## config.mk

```make
export PLATFORM = sky130hd
export DESIGN_NAME = tiex_front
export DESIGN_NICKNAME = d
export VERILOG_FILES = /design/src/hw/rtl/tiex_pkg.sv /design/src/hw/rtl/tiex_front.sv
export SDC_FILE = /design/constraint.sdc
export NUM_CORES = 1
export LEC_CHECK = 0
export BUFFER_PORTS_ARGS = -buffer_cell sky130_fd_sc_hd__buf_2
export CAP_MARGIN = 20
export CORE_UTILIZATION = 45
export DETAILED_ROUTE_END_ITERATION = 10
export PLACE_DENSITY = 0.83
export SLEW_MARGIN = 5
export SYNTH_ARGS = -nofsm -noshare
export SYNTH_HDL_FRONTEND = slang
export SYNTH_SLANG_ARGS = --single-unit
```

## constraint.sdc

```tcl
create_clock -name clock -period 4.9 [get_ports clock]
set_input_delay 0.245 -clock clock [delete_from_list [all_inputs] [get_ports clock]]
set_output_delay 0.245 -clock clock [all_outputs]
set_load 0.02 [all_outputs]
```

## src/hw/rtl/tiex_pkg.sv

```systemverilog
`timescale 1ns / 1ps
`default_nettype none
package tiex_pkg;

   localparam int REG_COUNT     = 16;
   localparam int STACK_DEPTH   = 16;
   localparam int DMEM_DEPTH    = 4096;
   localparam int SCREEN_WIDTH  = 512;
   localparam int SCREEN_HEIGHT = 256;
   localparam int PIXEL_RUN     = 14;

   localparam int FUNC_W = 5;
   localparam int REGF_W = 4;
   localparam int IMM_W  = 32;
   localparam int PC_W   = 16;
   localparam int RND_W  = 31;
   localparam int WORD_W = 64;
   localparam int HALF_W = 32;
   localparam int PX_W   = 9;
   localparam int PY_W   = 8;
   localparam int COL_W  = 32;
   localparam int ERR_W  = 3;

   localparam int REG_AW   = (REG_COUNT > 1) ? $clog2(REG_COUNT) : 1;
   localparam int STACK_AW = (STACK_DEPTH > 1) ? $clog2(STACK_DEPTH) : 1;
   localparam int SP_W     = $clog2(STACK_DEPTH + 1);
   localparam int DMEM_AW  = $clog2(DMEM_DEPTH);
   localparam int AP_W     = $clog2(DMEM_DEPTH + 1);
   localparam int RUN_W    = (PIXEL_RUN > 1) ? $clog2(PIXEL_RUN) : 1;

   localparam int PIX_X_REG = 0;
   localparam int PIX_Y_REG = 1 % REG_COUNT;
   localparam int PIX_C_REG = 2 % REG_COUNT;

   // both queues are a power of two deep
   localparam int QUEUE_DEPTH = 2;
   localparam int Q_PW        = $clog2(QUEUE_DEPTH);
   localparam int Q_CW        = $clog2(QUEUE_DEPTH + 1);

   localparam int DIV_STEPS = WORD_W;
   localparam int DCNT_W    = $clog2(DIV_STEPS);
   localparam int MUL_LAST  = 3;

   typedef enum logic [FUNC_W-1:0] {
      OP_RET      = 5'd0,
      OP_PIXELS   = 5'd1,
      OP_FLUSH    = 5'd2,
      OP_JMP      = 5'd3,
      OP_CALL     = 5'd4,
      OP_RAND     = 5'd5,
      OP_MV       = 5'd6,
      OP_MVI      = 5'd7,
      OP_ALLOCA   = 5'd8,
      OP_ADD      = 5'd9,
      OP_SUB      = 5'd10,
      OP_DIV      = 5'd11,
      OP_OR       = 5'd12,
      OP_ADDI     = 5'd13,
      OP_MULI     = 5'd14,
      OP_REMI     = 5'd15,
      OP_ANDI     = 5'd16,
      OP_SLI      = 5'd17,
      OP_LOAD     = 5'd18,
      OP_STORE    = 5'd19,
      OP_ICMPGE   = 5'd20,
      OP_ICMPNE   = 5'd21,
      OP_CONDBR   = 5'd22
   } op_type;

   typedef enum logic [ERR_W-1:0] {
      ERR_NONE     = 3'd0,
      ERR_DIV_ZERO = 3'd1,
      ERR_STACK    = 3'd2,
      ERR_MEM      = 3'd3,
      ERR_PIXEL    = 3'd4
   } err_type;

   typedef enum logic [3:0] {
      ST_IDLE,
      ST_READ,
      ST_EXEC,
      ST_MUL,
      ST_DIV,
      ST_MEMRD,
      ST_DONE,
      ST_PIXEL
   } state_type;

   typedef struct packed {
      op_type              op;
      logic                known;
      logic [REG_AW-1:0]   rd_idx;
      logic [REG_AW-1:0]   addr0;
      logic [REG_AW-1:0]   addr1;
      logic [REG_AW-1:0]   addr2;
      logic [WORD_W-1:0]   imm;
      logic [PC_W-1:0]     alt;
      logic [RND_W-1:0]    rnd;
   } dec_type;

   typedef struct packed {
      logic [PC_W-1:0]  next_pc;
      logic             running;
      logic             pixel_valid;
      logic [PX_W-1:0]  pixel_x;
      logic [PY_W-1:0]  pixel_y;
      logic [COL_W-1:0] pixel_color;
      logic             flush_request;
      logic             last;
      err_type          error_code;
   } rsp_type;

   function automatic logic [REG_AW-1:0] reg_index(input logic [REGF_W-1:0] f);
      logic [6:0] v;
      v = {3'b000, f};
      for (int i = 0; i < 8; i++) begin
         if (v >= 7'(REG_COUNT)) begin
            v = v - 7'(REG_COUNT);
         end
      end
      return REG_AW'(v);
   endfunction

endpackage
`default_nettype wire

```

## src/hw/rtl/tiex_front.sv

```systemverilog
`timescale 1ns / 1ps
`default_nettype none
module tiex_front (
   input  logic                          clock,
   input  logic                          reset,
   input  logic                          push,
   output logic                          full,
   input  logic [tiex_pkg::FUNC_W-1:0]   req_func,
   input  logic [tiex_pkg::REGF_W-1:0]   req_dest_reg,
   input  logic [tiex_pkg::REGF_W-1:0]   req_src_a_reg,
   input  logic [tiex_pkg::REGF_W-1:0]   req_src_b_reg,
   input  logic signed [tiex_pkg::IMM_W-1:0] req_immediate,
   input  logic [tiex_pkg::PC_W-1:0]     req_alt_target,
   input  logic [tiex_pkg::RND_W-1:0]    req_random_value,
   input  logic                          deq,
   output logic                          q_valid,
   output tiex_pkg::dec_type             q_item
);
   import tiex_pkg::*;

   dec_type           qmem [QUEUE_DEPTH];
   logic [Q_PW-1:0]   wp_ff;
   logic [Q_PW-1:0]   rp_ff;
   logic [Q_CW-1:0]   cnt_ff;
   dec_type           dec;
   logic              accept;
   logic              take;

   always_comb begin
      dec        = '0;
      dec.op     = op_type'(req_func);
      dec.known  = (req_func <= FUNC_W'(OP_CONDBR));
      dec.rd_idx = reg_index(req_dest_reg);
      dec.imm    = WORD_W'(req_immediate);
      dec.alt    = req_alt_target;
      dec.rnd    = req_random_value;
      if (req_func == FUNC_W'(OP_PIXELS)) begin
         dec.addr0 = REG_AW'(PIX_X_REG);
         dec.addr1 = REG_AW'(PIX_Y_REG);
         dec.addr2 = REG_AW'(PIX_C_REG);
      end else begin
         dec.addr0 = reg_index(req_src_a_reg);
         dec.addr1 = reg_index(req_src_b_reg);
         dec.addr2 = reg_index(req_dest_reg);
      end
   end

   assign full    = (cnt_ff == Q_CW'(QUEUE_DEPTH));
   assign q_valid = (cnt_ff != '0);
   assign q_item  = qmem[rp_ff];
   assign accept  = push && !full;
   assign take    = deq && q_valid;

   always_ff @(posedge clock) begin
      if (accept) begin
         qmem[wp_ff] <= dec;
      end
   end

   always_ff @(posedge clock) begin
      if (reset) begin
         wp_ff  <= '0;
         rp_ff  <= '0;
         cnt_ff <= '0;
      end else begin
         if (accept) begin
            wp_ff <= wp_ff + 1'b1;
         end
         if (take) begin
            rp_ff <= rp_ff + 1'b1;
         end
         if (accept && !take) begin
            cnt_ff <= cnt_ff + 1'b1;
         end else if (take && !accept) begin
            cnt_ff <= cnt_ff - 1'b1;
         end
      end
   end

endmodule
`default_nettype wire

```

==> results of run 1 <==
flip-flops by register name (all words and copies together) (netlist names), named ones only:
signal and flops:
wp_ff 1, cnt_ff 2, qmem 202, rp_ff 1
kinds of logic (layout without fill, tap and decap cells):
logic type | after synthesis | after routing
muxes | 101 | 101
adders and majority gates | 1 | 1
and+or+nand+nor | 24 | 24
buffers and inverters | 46 | 364
DFF | 207 | 207
AOI/OAI and AO/OA | 6 | 6
xor gates and xnor gates | 3 | 3
worst max-delay path by stage:
stage                                         to  slack (ps)  depth (start not counted)
after floorplan             qmem[1][0]$_DFFE_PP_        1430                          3
after global routing                  q_item[77]        1950                          3
after CTS                             q_item[15]        2040                          3
after detailed placement  qmem[0][114]$_DFFE_PP_        2360                          4
after global placement    qmem[0][123]$_DFFE_PP_        2480                          4
final                                 q_item[77]        2080                          3
report_power, final:
group | total [W] | internal, W | leakage (nW) | switching, W
Sequential | 0.00236 | 0.00223 | 1.93 | 0.000131
Combinational | 0.00158 | 0.000631 | 1.78 | 0.000952
Clock | 0.00146 | 0.000840 | 0.307 | 0.000624
worst register-to-register path, delay by kind of cell (launching register included):
family	cells	cell delay (ps)
buffers and inverters	2	1240
flip-flops	1	450
AND/OR/NAND/NOR	2	490
cell usage after synthesis (all sizes together):
master / count
a21oi: 2
nand2b: 1
nor2: 4
o21ai: 4
nor2b: 10
or3: 2
inv: 2
and3: 1
mux2: 101
buf: 44
dfxtp: 5
or2: 3
and2b: 1
and2: 1
nor4: 1
xor2: 3
ha: 1
edfxtp: 202
repair_timing:
action	in CTS	in global routing
endpoints found under the hold margin	181	0
hold buffers	89	0
endpoints found under the setup margin	0	0
setup buffers	0	0
metrics by stage:
| step | utilization, % | total power, W | area [sq um] |
|---|---|---|---|
| 3_5_place_dp | 52.3 | 0.00392 | 9010 |
| 3_3_place_gp | 52.3 | 0.00387 | 9010 |
| 4_1_cts | 61.1 | 0.00545 | 10500 |
| 2_1_floorplan | - | 0.00357 | 7890 |
| 5_1_grt | 61.1 | 0.00563 | 10500 |
| 6_report | 61.1 | 0.00541 | 10500 |
cell type report:
type                       count  area [sq um]  area share (%)
sequential                   207          6170            58.6
tap                          225           282            2.67
inverter                       2          10.0          0.0950
clock buffer                  24           537            5.10
clock inverter                12          90.1           0.855
timing repair buffer         326          2080            19.8
multi-input combinational    135          1360            12.9
per-layer routing:
metal  vias up  share of wire (%)
met5         -                  0
met4         0                3.2
met3        44                6.0
met2       161                 52
met1      2129                 39
li1       2072                  -
==> impl_metrics.csv, run 1 <==
group,metric,value,unit
synthesis,synth_nets,489,
synthesis,yosys-top-cells-area,"edfxtp_1 77%, mux2_2 14%, buf_4 3.1%",
synthesis,synthCells,388,
clock_tree,clockBufferDepth,3,
global_route,antenna_found_initial,0,
global_route,met2_usage,30.5,%
synthesis,synth_compound_gate_area_share,0.381,%
clock_tree,cts_tree,"built",
setup_path,r2r_slack,2350,ps
cells_and_area,final_cell_mix,"234 x buf_2, 202 x edfxtp_1, 101 x mux2_2, 89 x dlygate4sd3_1, 21 x clkbuf_16",
drt,ant_nets,0,
setup_path,crit_arrival,2570,ps
setup_path,ff2ff_path_depth,4,
setup_path,cp-start-kind,"register",
drt,drt-initial-drc-count,237,
synthesis,ys_seq_area_share,78.2,%
setup_path,path_delay_family,"flip-flops",
setup_path,path_cells,"buf_4, mux2_2, buf_2",
floorplanning,die_w,134,microns
drt,remaining_drc_errors,0,
global_route,grt_pass1_wl,23.6,mm
sta,fin_hold_ws,45.8,ps
synthesis,yosysTopAreaCellShare,76.9,%
setup_path,timing.rr.end,"qmem[0][113]$_DFFE_PP_",
sta,fin_ws,2080,ps
cells_and_area,nNetsFinal,794,
sta,skew,10.7,ps
place,dp_hpwl,9.21,mm
setup_path,worstPathMaxFanout,63,
global_route,overflow,0,
global_route,grt_pass1_vias,4687,
clock_tree,cts-root-buf,"clkbuf_16",
sta,tightest_slew,1070,ps
floorplanning,die_area,18100,sq um
drt,via_count,4406,
run,drv_cap,0,
clock_tree,cts_made_buffers,21,
setup_path,r2r-start,"cnt_ff[0]$_SDFFE_PP0P_",
pwr,peakVddDrop,0.000357,V
hold_path,min_to,"qmem[1][115]$_DFFE_PP_",
global_route,grt_start_max_net_pins,66,
synthesis,yosys.area_share.simple,1.90,%
place,pre_cts_ws,2360,ps
clock_tree,clock_latency,480,ps
clock_tree,cts_max_level,1,
sta,slew_violations,0,
cells_and_area,layout.cells.non_filler,931,
setup_path,crit_type,"reg -> out",
hold_path,holdPathStages,2,
setup_path,cpMaxStageDelayCell,"dfxtp_4",
synthesis,synth_fa_ha_area_share,0.159,%
drt,viasPerCell,4.73,
pwr,power.leakage,4.02,nW
hold_path,hp-start,"req_src_b_reg[0]",
synthesis,netlist_area,7890,sq um
global_route,grtUsageMet1,18.9,%
synthesis,ys_ff_latch,207,
floorplanning,pin_count,235,
setup_path,critPathMaxStageDelay,890,ps
global_route,track_usage,16.8,%
cells_and_area,layout_commonest_cell,"buf_2",
synthesis,synthXorXnorAreaFrac,0.333,%
setup_path,cp_num_buf_inv,2,
outcome,outcome,"complete, no violations",
setup_path,worstPathRequired,4660,ps
hold_path,min_path_type,"in -> reg",
place,port-buffer-count,234,
floorplanning,coreArea,17200,sq um
cells_and_area,area_growth,33.5,%
synthesis,ys.warnings.count,0,
floorplanning,die_h,134,microns
clock_tree,ctsResizeCount,0,
clock_tree,cts.sinks,207,
synthesis,avgSynthCellArea,20.3,sq um
cells_and_area,filler_cell_count,1238,
synthesis,synth_top_family_by_area,"multiplexers",
synthesis,ys_types,21,
cells_and_area,n_antenna_cell,0,
place,dp_cells,806,
synthesis,yosysTopAreaCell,"edfxtp_1",
place,place.gp.congestion,0.775,
floorplanning,start_util,45.8,%
drt,drtPass1Iterations,4,
global_route,globalRoute.busiestLayer,"met2",
sta,relSlewSlack,28.2,%
sta,finalSetupTns,0,ps
sta,finalHoldViolCount,0,
clock_tree,clkTransAtPathRegs,60,ps
sta,period_share,57.5,%
sta,fin_crit,2820,ps
sta,max_freq,355,MHz
setup_path,crit_path_end_kind,"output pin",
pwr,p_per_area,513,nW/um^2
synthesis,yosys-mux-area-fraction,14.4,%
global_route,use_met3,3.82,%
drt,wl_per_cell,16.8,microns
sta,rsz0062_at_grt,"false",
floorplanning,rows,48,
drt,routed_wl,15.6,mm
sta,setup_violations,0,
cells_and_area,drive_gt1_share,53.1,%
Note: power is estimated with default switching activity, not from simulation.
==> inputs of run 2 (changes only) <==
--- a/config.mk
+++ b/config.mk
@@ -9,7 +9,7 @@
 export CAP_MARGIN = 20
 export CORE_UTILIZATION = 45
 export DETAILED_ROUTE_END_ITERATION = 10
-export PLACE_DENSITY = 0.83
+export PLACE_DENSITY = 0.86
 export SLEW_MARGIN = 5
 export SYNTH_ARGS = -nofsm -noshare
 export SYNTH_HDL_FRONTEND = slang
==> constraint.sdc (replaced) <==
create_clock -name clock -period 2.5 [get_ports clock]
set_input_delay 0.125 -clock clock [delete_from_list [all_inputs] [get_ports clock]]
set_output_delay 0.125 -clock clock [all_outputs]
set_load 0.02 [all_outputs]
==> run 2 against run 1 <==
Sequential share of layout area shrank 0.71 points. Combinational power grew 110%. Routed wire length rose by 5.3%. Cell count grew 1.3%. Critical path depth is the same. Hold slack worse by 9.4 ps. Cell area grew 1.3%. Critical path type unchanged. Highest routed layer unchanged.
==> impl_metrics.csv, run 2 (same netlist as run 1, synthesis figures left out) <==
group,metric,value,unit
outcome,outcome,"complete, no violations",
drt,viasPerCell,4.81,
clock_tree,clockBufferDepth,3,
place,dp_hpwl,9.73,mm
clock_tree,clock_latency,480,ps
sta,skew,5.98,ps
cells_and_area,final_cell_mix,"234 x buf_2, 202 x edfxtp_1, 101 x mux2_2, 95 x dlygate4sd3_1, 21 x clkbuf_16",
clock_tree,cts.sinks,207,
setup_path,crit_arrival,1950,ps
setup_path,path_delay_family,"flip-flops",
clock_tree,cts-root-buf,"clkbuf_16",
drt,drtPass1Iterations,4,
cells_and_area,largest_reg_flops,202,
drt,routed_wl,16.4,mm
run,drv_cap,0,
cells_and_area,seq_area,6170,sq um
floorplanning,rows,48,
global_route,grt_pass1_vias,4803,
clock_tree,clkTransAtPathRegs,60,ps
floorplanning,die_area,18100,sq um
clock_tree,cts_made_buffers,21,
sta,tightest_slew,581,ps
cells_and_area,layout.cells.non_filler,943,
sta,period_share,82.9,%
drt,via_count,4537,
setup_path,path_cells,"buf_4, mux2_2, buf_2",
drt,remaining_drc_errors,0,
floorplanning,die_w,134,microns
clock_tree,cts_tree,"built",
global_route,overflow,0,
setup_path,crit_path_end_kind,"output pin",
place,dp_cells,812,
floorplanning,start_util,45.8,%
setup_path,cp_num_buf_inv,2,
sta,setup_violations,0,
cells_and_area,top_regs,"qmem (202), cnt_ff (2)",
floorplanning,die_h,134,microns
place,port-buffer-count,234,
cells_and_area,nNetsFinal,806,
sta,fin_hold_ws,36.4,ps
pwr,peakVddDrop,0.000808,V
sta,slew_violations,0,
drt,drt-initial-drc-count,218,
setup_path,cpMaxStageDelayCell,"dfxtp_4",
setup_path,cp-start-kind,"register",
cells_and_area,drive_gt1_share,53.1,%
setup_path,crit_type,"reg -> out",
floorplanning,coreArea,17200,sq um
cells_and_area,layout_commonest_cell,"buf_2",
sta,fin_crit,2070,ps
drt,wl_per_cell,17.4,microns
place,place.gp.congestion,0.751,
sta,finalSetupTns,0,ps
pwr,power.leakage,4.06,nW
hold_path,min_path_type,"in -> reg",
sta,finalHoldViolCount,0,
sta,max_freq,483,MHz
setup_path,worstPathMaxFanout,23,
global_route,track_usage,17.7,%
setup_path,worstPathRequired,2380,ps
pwr,p_per_area,991,nW/um^2
cells_and_area,top_register,"qmem",
cells_and_area,filler_cell_count,1188,
cells_and_area,multi_input_area,1370,sq um
clock_tree,cts_max_level,1,
global_route,grt_pass1_wl,24.6,mm
cells_and_area,area_growth,35.2,%
global_route,grt_start_max_net_pins,60,
drt,ant_nets,0,
global_route,antenna_found_initial,1,
sta,relSlewSlack,61.2,%
clock_tree,cts_setup_buffers,0,
floorplanning,pin_count,235,
setup_path,critPathMaxStageDelay,550,ps
sta,rsz0062_at_grt,"false",
==> run 2: path summary, 6_finish.rpt <==
check,from,to,slack (ps),cells after the start
hold reg to reg,cnt_ff[1]$_SDFFE_PP0P_,cnt_ff[1]$_SDFFE_PP0P_,510,2
setup / recovery,register,q_item[31],430,3
hold / removal,req_src_a_reg[0],qmem[0][119]$_DFFE_PP_,40,2
setup reg to reg,cnt_ff[1]$_SDFFE_PP0P_,qmem[1][42]$_DFFE_PP_,820,4
==> run 2: repair_timing <==
| item | 4_1_cts | 5_1_grt |
|---|---|---|
| hold endpoints to repair | 197 | 0 |
| endpoints found under the setup margin | 0 | 0 |
| gates resized for setup | 0 | 0 |
| hold buffers | 95 | 0 |
==> run 2: cell type report <==
| type | instances | share of cell area, % |
|---|---|---|
| timing repair buffer | 338 | 21.0 |
| clock buffer | 28 | 5.17 |
| inverter | 2 | 0.106 |
| antenna | 1 | 0.0235 |
| sequential | 207 | 57.9 |
| clock inverter | 7 | 0.352 |
| multi-input combinational | 135 | 12.8 |
| tap | 225 | 2.64 |
==> run 2: where the power goes <==
part | total [W] | switching (W) | internal (W)
clock | 0.00272 | 0.00117 | 0.00154
combinational | 0.00330 | 0.00198 | 0.00132
sequential | 0.00455 | 0.000180 | 0.00437
total | 0.0106 | 0.00333 | 0.00723
==> run 2: per-stage QoR <==
stage	area (sq um)	worst slack (ps)	total power, W	util (%)
after floorplan	7910	-76.9	0.00700	-
after global routing	10700	344	0.0110	61.9
after CTS	10700	389	0.0106	61.9
final	10700	429	0.0106	61.9
after detailed placement	9120	849	0.00777	52.9
after global placement	9120	885	0.00766	52.9
==> run 2: per-layer routing <==
metal	up-vias	GRT usage, %	share of wire (%)
li1	2095	-	-
met1	2224	19.1	36
met2	172	33.9	55
met3	46	3.63	5.9
met4	0	6.43	3.1
met5	-	0	0
